===== src/rtl/core/tmcb_pkg.sv =====
// ----------------------------------------------------------------------------
// tmcb_pkg
// Shared types and constants of the text console buffer: the item and result
// payloads, operation and character codes, register indexes and the control
// and status groups between controller and datapath.
// ----------------------------------------------------------------------------
package tmcb_pkg;

	// Fixed field widths of the payload
	localparam int CURSOR_W  = 12;
	localparam int CELL_W    = 15;

	// Operation codes
	localparam logic [2:0] MODE_CHAR      = 3'd0;
	localparam logic [2:0] MODE_SET       = 3'd1;
	localparam logic [2:0] MODE_VIEW_UP   = 3'd2;
	localparam logic [2:0] MODE_VIEW_DOWN = 3'd3;
	localparam logic [2:0] MODE_CLEAR     = 3'd4;
	localparam logic [2:0] MODE_READ      = 3'd5;

	// Character codes
	localparam logic [7:0] CH_NUL   = 8'h00;
	localparam logic [7:0] CH_NL    = 8'h0A;
	localparam logic [7:0] CH_FF    = 8'h0C;
	localparam logic [7:0] CH_CR    = 8'h0D;
	localparam logic [7:0] CH_SPACE = 8'h20;

	// Colors of a blank cell after reset
	localparam logic [3:0] FG_RESET = 4'h7;
	localparam logic [2:0] BG_RESET = 3'h0;

	// Configuration register indexes
	localparam logic [1:0] CFG_INK   = 2'd0;
	localparam logic [1:0] CFG_PAPER = 2'd1;
	localparam logic [1:0] CFG_IRQEN = 2'd2;

	typedef struct packed {
		logic [2:0]  mode;
		logic [7:0]  char_code;
		logic [11:0] cursor_value;
		logic [4:0]  view_row;
		logic [6:0]  view_col;
	} tmcb_req_t;

	typedef struct packed {
		logic [11:0] cursor_out;
		logic [3:0]  view_start_out;
		logic [5:0]  filled_rows_out;
		logic [7:0]  cell_char;
		logic [3:0]  cell_fg;
		logic [2:0]  cell_bg;
		logic        cell_blank;
		logic        irq;
		logic        more_above;
		logic        more_below;
	} tmcb_rsp_t;

	// Commands from controller to datapath
	typedef struct packed {
		logic latch;
		logic exec;
		logic write;
		logic blank_init;
		logic sweep;
		logic fill_reset;
		logic div_apply;
		logic finish;
	} tmcb_cmd_t;

	// Status from datapath to controller
	typedef struct packed {
		logic [2:0] mode;
		logic       shift_pend;
		logic       last_col;
		logic       last_row;
	} tmcb_sts_t;

	// Pack a cell as {paper, ink, character}
	function automatic logic [CELL_W-1:0] make_cell(input logic [7:0] ch,
			input logic [3:0] fg, input logic [2:0] bg);
		return {bg, fg, ch};
	endfunction

endpackage


===== src/rtl/core/tmcb_ctrl.sv =====
// ----------------------------------------------------------------------------
// tmcb_ctrl
// Controller of the text console buffer: sequences the initial store sweep,
// each operation's steps and the result strobe.
// ----------------------------------------------------------------------------
module tmcb_ctrl import tmcb_pkg::*; (
	input  logic      clk,
	input  logic      arst_n,
	input  logic      start,
	input  tmcb_sts_t sts,
	output tmcb_cmd_t cmd,
	output logic      busy
);

	localparam logic [3:0] ST_INIT   = 4'd0;
	localparam logic [3:0] ST_IDLE   = 4'd1;
	localparam logic [3:0] ST_EXEC   = 4'd2;
	localparam logic [3:0] ST_WRITE  = 4'd3;
	localparam logic [3:0] ST_BINIT  = 4'd4;
	localparam logic [3:0] ST_BLANK  = 4'd5;
	localparam logic [3:0] ST_CLEAR  = 4'd6;
	localparam logic [3:0] ST_READ   = 4'd7;
	localparam logic [3:0] ST_DAPPLY = 4'd9;
	localparam logic [3:0] ST_DONE   = 4'd10;

	logic [3:0] state_q;
	logic [3:0] state_d;

	// Next state and commands
	always_comb begin
		state_d = state_q;
		cmd     = '0;
		case (state_q)
			ST_INIT: begin
				cmd.sweep      = 1'b1;
				cmd.fill_reset = 1'b1;
				if (sts.last_col && sts.last_row) begin
					state_d = ST_IDLE;
				end
			end
			ST_IDLE: begin
				if (start) begin
					cmd.latch = 1'b1;
					state_d   = ST_EXEC;
				end
			end
			ST_EXEC: begin
				cmd.exec = 1'b1;
				case (sts.mode)
					MODE_CHAR:  state_d = ST_WRITE;
					MODE_SET:   state_d = ST_DAPPLY;
					MODE_CLEAR: state_d = ST_CLEAR;
					MODE_READ:  state_d = ST_READ;
					default:    state_d = ST_DONE;
				endcase
			end
			ST_WRITE: begin
				cmd.write = 1'b1;
				state_d   = sts.shift_pend ? ST_BINIT : ST_DONE;
			end
			ST_BINIT: begin
				cmd.blank_init = 1'b1;
				state_d        = ST_BLANK;
			end
			ST_BLANK: begin
				cmd.sweep = 1'b1;
				if (sts.last_col) begin
					state_d = ST_DONE;
				end
			end
			ST_CLEAR: begin
				cmd.sweep = 1'b1;
				if (sts.last_col && sts.last_row) begin
					state_d = ST_DONE;
				end
			end
			ST_READ: begin
				state_d = ST_DONE;
			end
			ST_DAPPLY: begin
				cmd.div_apply = 1'b1;
				state_d       = ST_DONE;
			end
			ST_DONE: begin
				cmd.finish = 1'b1;
				state_d    = ST_IDLE;
			end
			default: begin
				state_d = ST_IDLE;
			end
		endcase
	end

	// Hold the state
	always_ff @(posedge clk or negedge arst_n) begin
		if (!arst_n) begin
			state_q <= ST_INIT;
		end else begin
			state_q <= state_d;
		end
	end

	assign busy = (state_q != ST_IDLE);

endmodule


===== config.mk =====
export PLATFORM = sky130hd
export DESIGN_NAME = tmcb_ctrl
export DESIGN_NICKNAME = d
export VERILOG_FILES = /design/src/rtl/core/tmcb_pkg.sv /design/src/rtl/core/tmcb_ctrl.sv
export SDC_FILE = /design/constraint.sdc
export NUM_CORES = 1
export LEC_CHECK = 0
export BUFFER_PORTS_ARGS = -buffer_cell sky130_fd_sc_hd__buf_2
export CAP_MARGIN = 20
export CELL_PAD_IN_SITES_DETAIL_PLACEMENT = 1
export CELL_PAD_IN_SITES_GLOBAL_PLACEMENT = 1
export CORE_AREA = 8 8 45 47
export CTS_BUF_LIST = sky130_fd_sc_hd__clkbuf_8
export CTS_CLUSTER_DIAMETER = 200
export DETAILED_ROUTE_END_ITERATION = 16
export DIE_AREA = 0 0 53 55
export PLACE_DENSITY_LB_ADDON = 0.3
export SYNTH_ARGS = -nofsm -noshare
export SYNTH_HDL_FRONTEND = slang
export SYNTH_SLANG_ARGS = --single-unit

===== constraint.sdc =====
create_clock -name clk -period 2.4 [get_ports clk]
set_clock_uncertainty 0.2 [all_clocks]
set_input_delay 0.48 -clock clk [delete_from_list [all_inputs] [get_ports clk]]
set_output_delay 0.48 -clock clk [all_outputs]
set_load 0.01 [all_outputs]

---- After elaboration in Yosys (flattened, before gate mapping) ----
Index checks and enable logic that the tools add are counted.
storage, ports and cells
  word-level logic and storage cells ...... 40
  input port bits ......................... 9
  register bits ........................... 4
  output and inout bits ................... 9
operators by class
  reduce and logical (&&, ||, !) cells .... 6
  equal/unequal tests ..................... 17
  multiplexer cells ....................... 16
operators with widths
  kind                  number
  $pmux W4 S8           1
  $mux W4               5
  $eq A4 B3 Y1 const B  4
  $pmux W4 S4           1
  $mux W1               9
  $eq A4 B2 Y1 const B  2
  $eq A4 B4 Y1 const B  2
  $ne A2 B2 Y1 const B  4
  $eq A3 B3 Y1 const B  2
  $eq A4 B1 Y1 const B  1
  $logic_not A4 Y1      1
  $ne A4 B1 Y1 const B  1
  $reduce_and A4 Y1     1
  $eq A3 B1 Y1 const B  1
  $logic_not A3 Y1      1
  $reduce_or A3 Y1      1
  $reduce_or A2 Y1      1
  $logic_and A1 B1 Y1   1

---- Logic depth before layout (Yosys ltp) ----
Gate-level depths: netlist (run 1).
  depth after elaboration ................. 3
  gate-level depth with buffers ........... 5
  gate-level depth less buffers ........... 4

---- Worst setup path before layout (run 1) ----
Ideal clock, no wire load.
  path type ............................... register to output
  from .................................... reg state_q[1]
  to ...................................... out cmd[3] (netlist name)
  setup slack ............................. 0.600 ns
  arrival ................................. 1.120 ns
  cell stages (with the launch flop) ...... 5
  buffers on the path ..................... 1
  required time ........................... 1.720 ns
  cells stage by stage .................... dfrtp_1 -> buf_6 -> o21ba_1 -> a311o_1 -> inv_1
RTL lines
  what                    RTL line         source
  start, declared         tmcb_ctrl.sv:26  logic [3:0] state_q;
  start signal, assigned  tmcb_ctrl.sv:99  state_q <= state_d;
  end, declared           tmcb_ctrl.sv:11  output tmcb_cmd_t cmd,

==> impl_metrics.toml, run 1 <==
[status]
outcome = "finished clean"

[clock_network]
cts.sinks = 4
cts_root_buf = "clkbuf_8"
clock_path_buffers = 2
insertion_delay_ns = 0.22
clk_pin_slew_worst_paths_ns = 0.03
cts_max_level = 1
tritoncts = "yes"
cts_buffers = 3
cts_setup_buffers = 0

[worst_hold_path]
worst_hold_path_type = "in2reg"
min_path_cells = 2
hp-start = "sts[2]"
whs_endpoint = "state_q[2]$_DFFE_PN0P_"

[synthesis]
synthAdderAreaFrac_pct = 0
synth_compound_area_share_pct = 27.2
synthCells = 52
synth_top_family_by_area = "simple AND/OR/NAND/NOR gates"
yosys-mux-area-fraction_pct = 4.91
yosysWarnings = 0
avgSynthCellArea_um2 = 8.33
synthDistinctLibCells = 29
synth_top_area_share_pct = 23.1
ys_ff_latch = 4
synthSimpleGateAreaFrac_pct = 33.8
synth.top_cells.by_area = "dfrtp_1 23%, nor3_1 5.8%, buf_6 5.2%"
seq_area_frac_synth_pct = 23.1
synth_area_leader_cell = "dfrtp_1"
synthXorXnorAreaFrac_pct = 0
synth_nets = 61
syn_area_um2 = 433

[global_routing]
grt.total_usage_pct = 10.0
grt_max_degree = 14
grt_pass1_wl_um = 2220
overflow = 0
grt_pass1_vias = 515
antenna_found_initial = 0

[timing]
fin_crit_sh_pct = 90.9
fin_crit_ns = 2.18
tightest_slew_ns = 0.426
hold_violations = 0
finalSetupTns_ns = 0
rsz0062_at_grt = "no"
max_slew_margin_pct = 71.6
max_freq_mhz = 458
final-setup-viol-count = 0
slew_viol_final = 0

[critical_path]
worstPathCellList = "nand2b_1 > a311o_1 > inv_1 > buf_2"
worstPathRequired_ns = 1.72
r2r-end = "state_q[1]$_DFFE_PN0P_"
crit_buf_inv = 2
r2r_cells = 4
critPathTopFamily = "flip-flops"
crit_path_max_incr_delay_ns = 0.50
worstSetupEndpointType = "output pin"
cp_max_fo = 12
cp-start-kind = "flip-flop"
path_class = "reg2out"
arrival_ns = 1.50
crit_slowest_cell = "dfrtp_1"
reg2reg_slack_ns = 0.52
r2r-start = "state_q[1]$_DFFE_PN0P_"

[detailed_routing]
drtPass1Iterations = 4
wl_per_cell_um = 15.4
drc = 0
detail-route-antenna-nets = 0
via_per_inst = 5.45
drtIter0Drc = 5
wl_um = 1320
dr_total_vias = 469

[place]
dp_hpwl_um = 999
placed_area_um2 = 513
io_buffers = 17
gp_congestion = 0.751

[die]
pin_count = 18
start_util_pct = 31.3
dieHeight_um = 55
rows = 14
fp.coreArea_mm2 = 0.00138
die_w_um = 53
dieArea_mm2 = 0.00292

[cells_and_area]
largest_reg_flops = 4
reg_top3 = "state_q (4)"
final_cell_mix = "17 x buf_2, 5 x nor3_1, 4 x inv_1, 4 x a21oi_1, 4 x dfrtp_1"
regMostFlops = "state_q"
n_antenna_cell = 0
final_area_um2 = 564
syn2layout_area_growth_pct = 30.3
nets = 81
final_common_cell = "buf_2"
drive_above_1_share_pct = 34.3

[power]
power.total_mw = 0.766
p_leak_nw = 0.277
cellPowerDensity_mw_per_mm2 = 1360
ir_drop_v = 0.000386

[flow_run]
drv_cap = 0
per-layer routing:
metal	wire length, µm	up-vias	part of all wire [%]	GRT usage (%)
met1	612	225	46	11.6
met5	0	-	0	0
li1	-	231	-	-
met3	69	0	5.2	2.14
met4	0	0	0	7.76
met2	640	13	48	15.8
area by class of cell:
type                            count  area, µm²
Multi-Input combinational cell     40        285
Timing Repair Buffer               19        103
Sequential cell                     4        100
Inverter                            4       15.0
Fill cell                         183        820
Clock buffer                        3       41.3
Tap cell                           16       20.0
report_power, final:
group | total, mW | internal [mW] | switching [mW] | leakage, nW
combinational | 0.438 | 0.213 | 0.225 | 0.204
sequential | 0.184 | 0.0988 | 0.0854 | 0.0517
clock | 0.143 | 0.107 | 0.0360 | 0.0216
total | 0.766 | 0.419 | 0.347 | 0.277
stage by stage:
step | worst slack [ns] | util, % | hold slack (ns) | cells
after floorplan | 0.600 | - | -0.0156 | 52
after global placement | 0.486 | 37.1 | 0.0853 | 82
after detailed placement | 0.446 | 37.1 | 0.0847 | 82
after CTS | 0.211 | 40.8 | 0.336 | 86
after global routing | 0.157 | 40.8 | 0.360 | 86
final | 0.218 | 40.8 | 0.335 | 86
cell families (layout without fill, tap and decap cells):
logic type	Yosys count	after routing
AO/OA/AOI/OAI	16	16
flip-flops	4	4
buffers and inverters	8	26
multiplexers	2	2
AND/OR/NAND/NOR	22	22
synth_stat cells, drive strengths merged:
master and count:
nor3 5, a21oi 4, buf 4, dfrtp 4, inv 4, o21ai 4, nand2 3, and3 2
nand2b 2, nor2 2, nor3b 2, nor4bb 2, a21boi 1, a21o 1, a221o 1, a311o 1
a311oi 1, and2b 1, and4bb 1, mux2 1, mux2i 1, o21ba 1, o221ai 1, o32ai 1
or2 1, or3b 1
worst max path at each step:
stage / slack, ns / to / from / depth (start not counted)
2_1_floorplan: 0.60 / cmd[3] / state_q[1]$_DFFE_PN0P_ / 4
3_3_place_gp: 0.49 / cmd[3] / state_q[0]$_DFFE_PN0P_ / 4
3_5_place_dp: 0.45 / cmd[3] / state_q[1]$_DFFE_PN0P_ / 4
4_1_cts: 0.21 / cmd[3] / state_q[1]$_DFFE_PN0P_ / 4
5_1_grt: 0.16 / cmd[3] / state_q[1]$_DFFE_PN0P_ / 4
6_report: 0.22 / cmd[3] / state_q[1]$_DFFE_PN0P_ / 4
timing repair:
item                      in CTS  in global routing
resized for setup              0                  0
hold endpoints to repair       4                  0
hold buffers                   1                  0
Note: power is estimated with default switching activity, not from simulation.
==> run 2, diff against run 1 <==
--- a/config.mk
+++ b/config.mk
@@ -9,11 +9,11 @@
 export CAP_MARGIN = 20
 export CELL_PAD_IN_SITES_DETAIL_PLACEMENT = 1
 export CELL_PAD_IN_SITES_GLOBAL_PLACEMENT = 1
-export CORE_AREA = 8 8 45 47
+export CORE_AREA = 2 2 39 41
 export CTS_BUF_LIST = sky130_fd_sc_hd__clkbuf_8
 export CTS_CLUSTER_DIAMETER = 200
 export DETAILED_ROUTE_END_ITERATION = 16
-export DIE_AREA = 0 0 53 55
+export DIE_AREA = 0 0 41 43
 export PLACE_DENSITY_LB_ADDON = 0.3
 export SYNTH_ARGS = -nofsm -noshare
 export SYNTH_HDL_FRONTEND = slang
==> run 2 against run 1 <==
  * Cell count is 1.2% lower
  * Sequential cell count stayed put
  * Sequential power is 7% higher
  * Largest cell class unchanged
  * Highest routed layer unchanged
==> impl_metrics.toml, run 2 (same netlist as run 1, synthesis figures left out) <==
[timing]
slew_viol_final = 0
fin_crit_sh_pct = 93.2
tightest_slew_ns = 0.446
rsz0062_at_grt = "no"
hold_slack_ns = 0.335
max_slew_margin_pct = 70.3
final-setup-viol-count = 0
hold_violations = 0
fin_crit_ns = 2.24
finalSetupTns_ns = 0
max_freq_mhz = 447

[critical_path]
path_class = "reg2out"
worstPathRequired_ns = 1.72
arrival_ns = 1.56
worstSetupEndpointType = "output pin"
cp-start-kind = "flip-flop"
cp_max_fo = 16

[die]
dieArea_mm2 = 0.00176
dieHeight_um = 43
start_util_pct = 31.3
die_w_um = 41
rows = 14
fp.coreArea_mm2 = 0.00138
pin_count = 18

[cells_and_area]
largest_reg_flops = 4
drive_above_1_share_pct = 33.3
post_layout_nonfiller_instances = 85
nets = 80
final_cell_mix = "17 x buf_2, 5 x nor3_1, 4 x inv_1, 4 x a21oi_1, 4 x dfrtp_1"
final_area_um2 = 557
syn2layout_area_growth_pct = 28.6
final_common_cell = "buf_2"
reg_top3 = "state_q (4)"
regMostFlops = "state_q"
n_antenna_cell = 0
finish.utilization_pct = 40.2

[worst_hold_path]
worst_hold_path_type = "in2reg"

[clock_network]
cts_root_buf = "clkbuf_8"
cts_max_level = 1
cts.sinks = 4
cts_resized = 0
cts_buffers = 3
clock_path_buffers = 2
cts_setup_buffers = 0
clk_pin_slew_worst_paths_ns = 0.03
holdBufCountCts = 1
tritoncts = "yes"
insertion_delay_ns = 0.21

[global_routing]
antenna_found_initial = 0
grt_pass1_wl_um = 1740
grt_max_degree = 17
grt.total_usage_pct = 14.3
grt_pass1_vias = 436
overflow = 0

[detailed_routing]
via_per_inst = 5.39
drtIter0Drc = 10
drtPass1Iterations = 3
detail-route-antenna-nets = 0
drc = 0
wl_um = 1160
dr_total_vias = 458
wl_per_cell_um = 13.6

[power]
p_leak_nw = 0.272
cellPowerDensity_mw_per_mm2 = 1350
ir_drop_v = 0.000360

[place]
gp_congestion = 0.735
dp_hpwl_um = 859
io_buffers = 17
placed_area_um2 = 505
placed_cells = 81

[flow_run]
drv_cap = 0

[status]
outcome = "finished clean"
-- run 2: final timing paths --
kind                            slack (ns)  cells after the start                   start                endpoint
worst max-delay path                  0.16                      4  state_q[2]$_DFFE_PN0P_                  cmd[3]
worst min-delay path                  0.33                      2                  sts[2]  state_q[2]$_DFFE_PN0P_
worst max register to register        0.51                      4  state_q[2]$_DFFE_PN0P_  state_q[0]$_DFFE_PN0P_
worst min register to register        0.59                      2  state_q[0]$_DFFE_PN0P_  state_q[0]$_DFFE_PN0P_
max in group asynchronous             1.48                      2                  arst_n  state_q[0]$_DFFE_PN0P_
min in group asynchronous             0.40                      2                  arst_n  state_q[2]$_DFFE_PN0P_
-- run 2: metrics by stage --
| step | power, mW | setup WS [ns] |
|---|---|---|
| CTS | 0.757 | 0.170 |
| detailed placement | 0.607 | 0.411 |
| floorplan | 0.509 | 0.600 |
| global placement | 0.603 | 0.423 |
| global route | 0.806 | 0.0750 |
| finish | 0.749 | 0.163 |
-- run 2: power breakdown --
group,switching (mW),internal [mW]
logic,0.206,0.206
clock network,0.0327,0.107
registers,0.0990,0.0985
-- run 2: per-layer routing --
metal | track usage, % | routed length (µm) | part of all wire (%) | vias to the layer above
li1 | - | - | - | 228
met2 | 22.5 | 559 | 48 | 12
met1 | 18.8 | 559 | 48 | 218
met4 | 8.00 | 0 | 0 | 0
met5 | 0 | 0 | 0 | -
met3 | 0 | 41 | 3.5 | 0
-- run 2: worst max-delay path, cell delays in order, from the launching register on --
cell and delay [ns]:
dfrtp_1 0.61, o21ba_1 0.22, a311o_1 0.34, inv_1 0.06, buf_2 0.12
-- run 2: cell type report --
class,count,area (µm²)
flip-flops and latches,4,100
multi-input cells,40,285
repair buffers,18,95.1
fillers,171,827
inverters,4,15.0
clock buffers,3,41.3
well taps,16,20.0
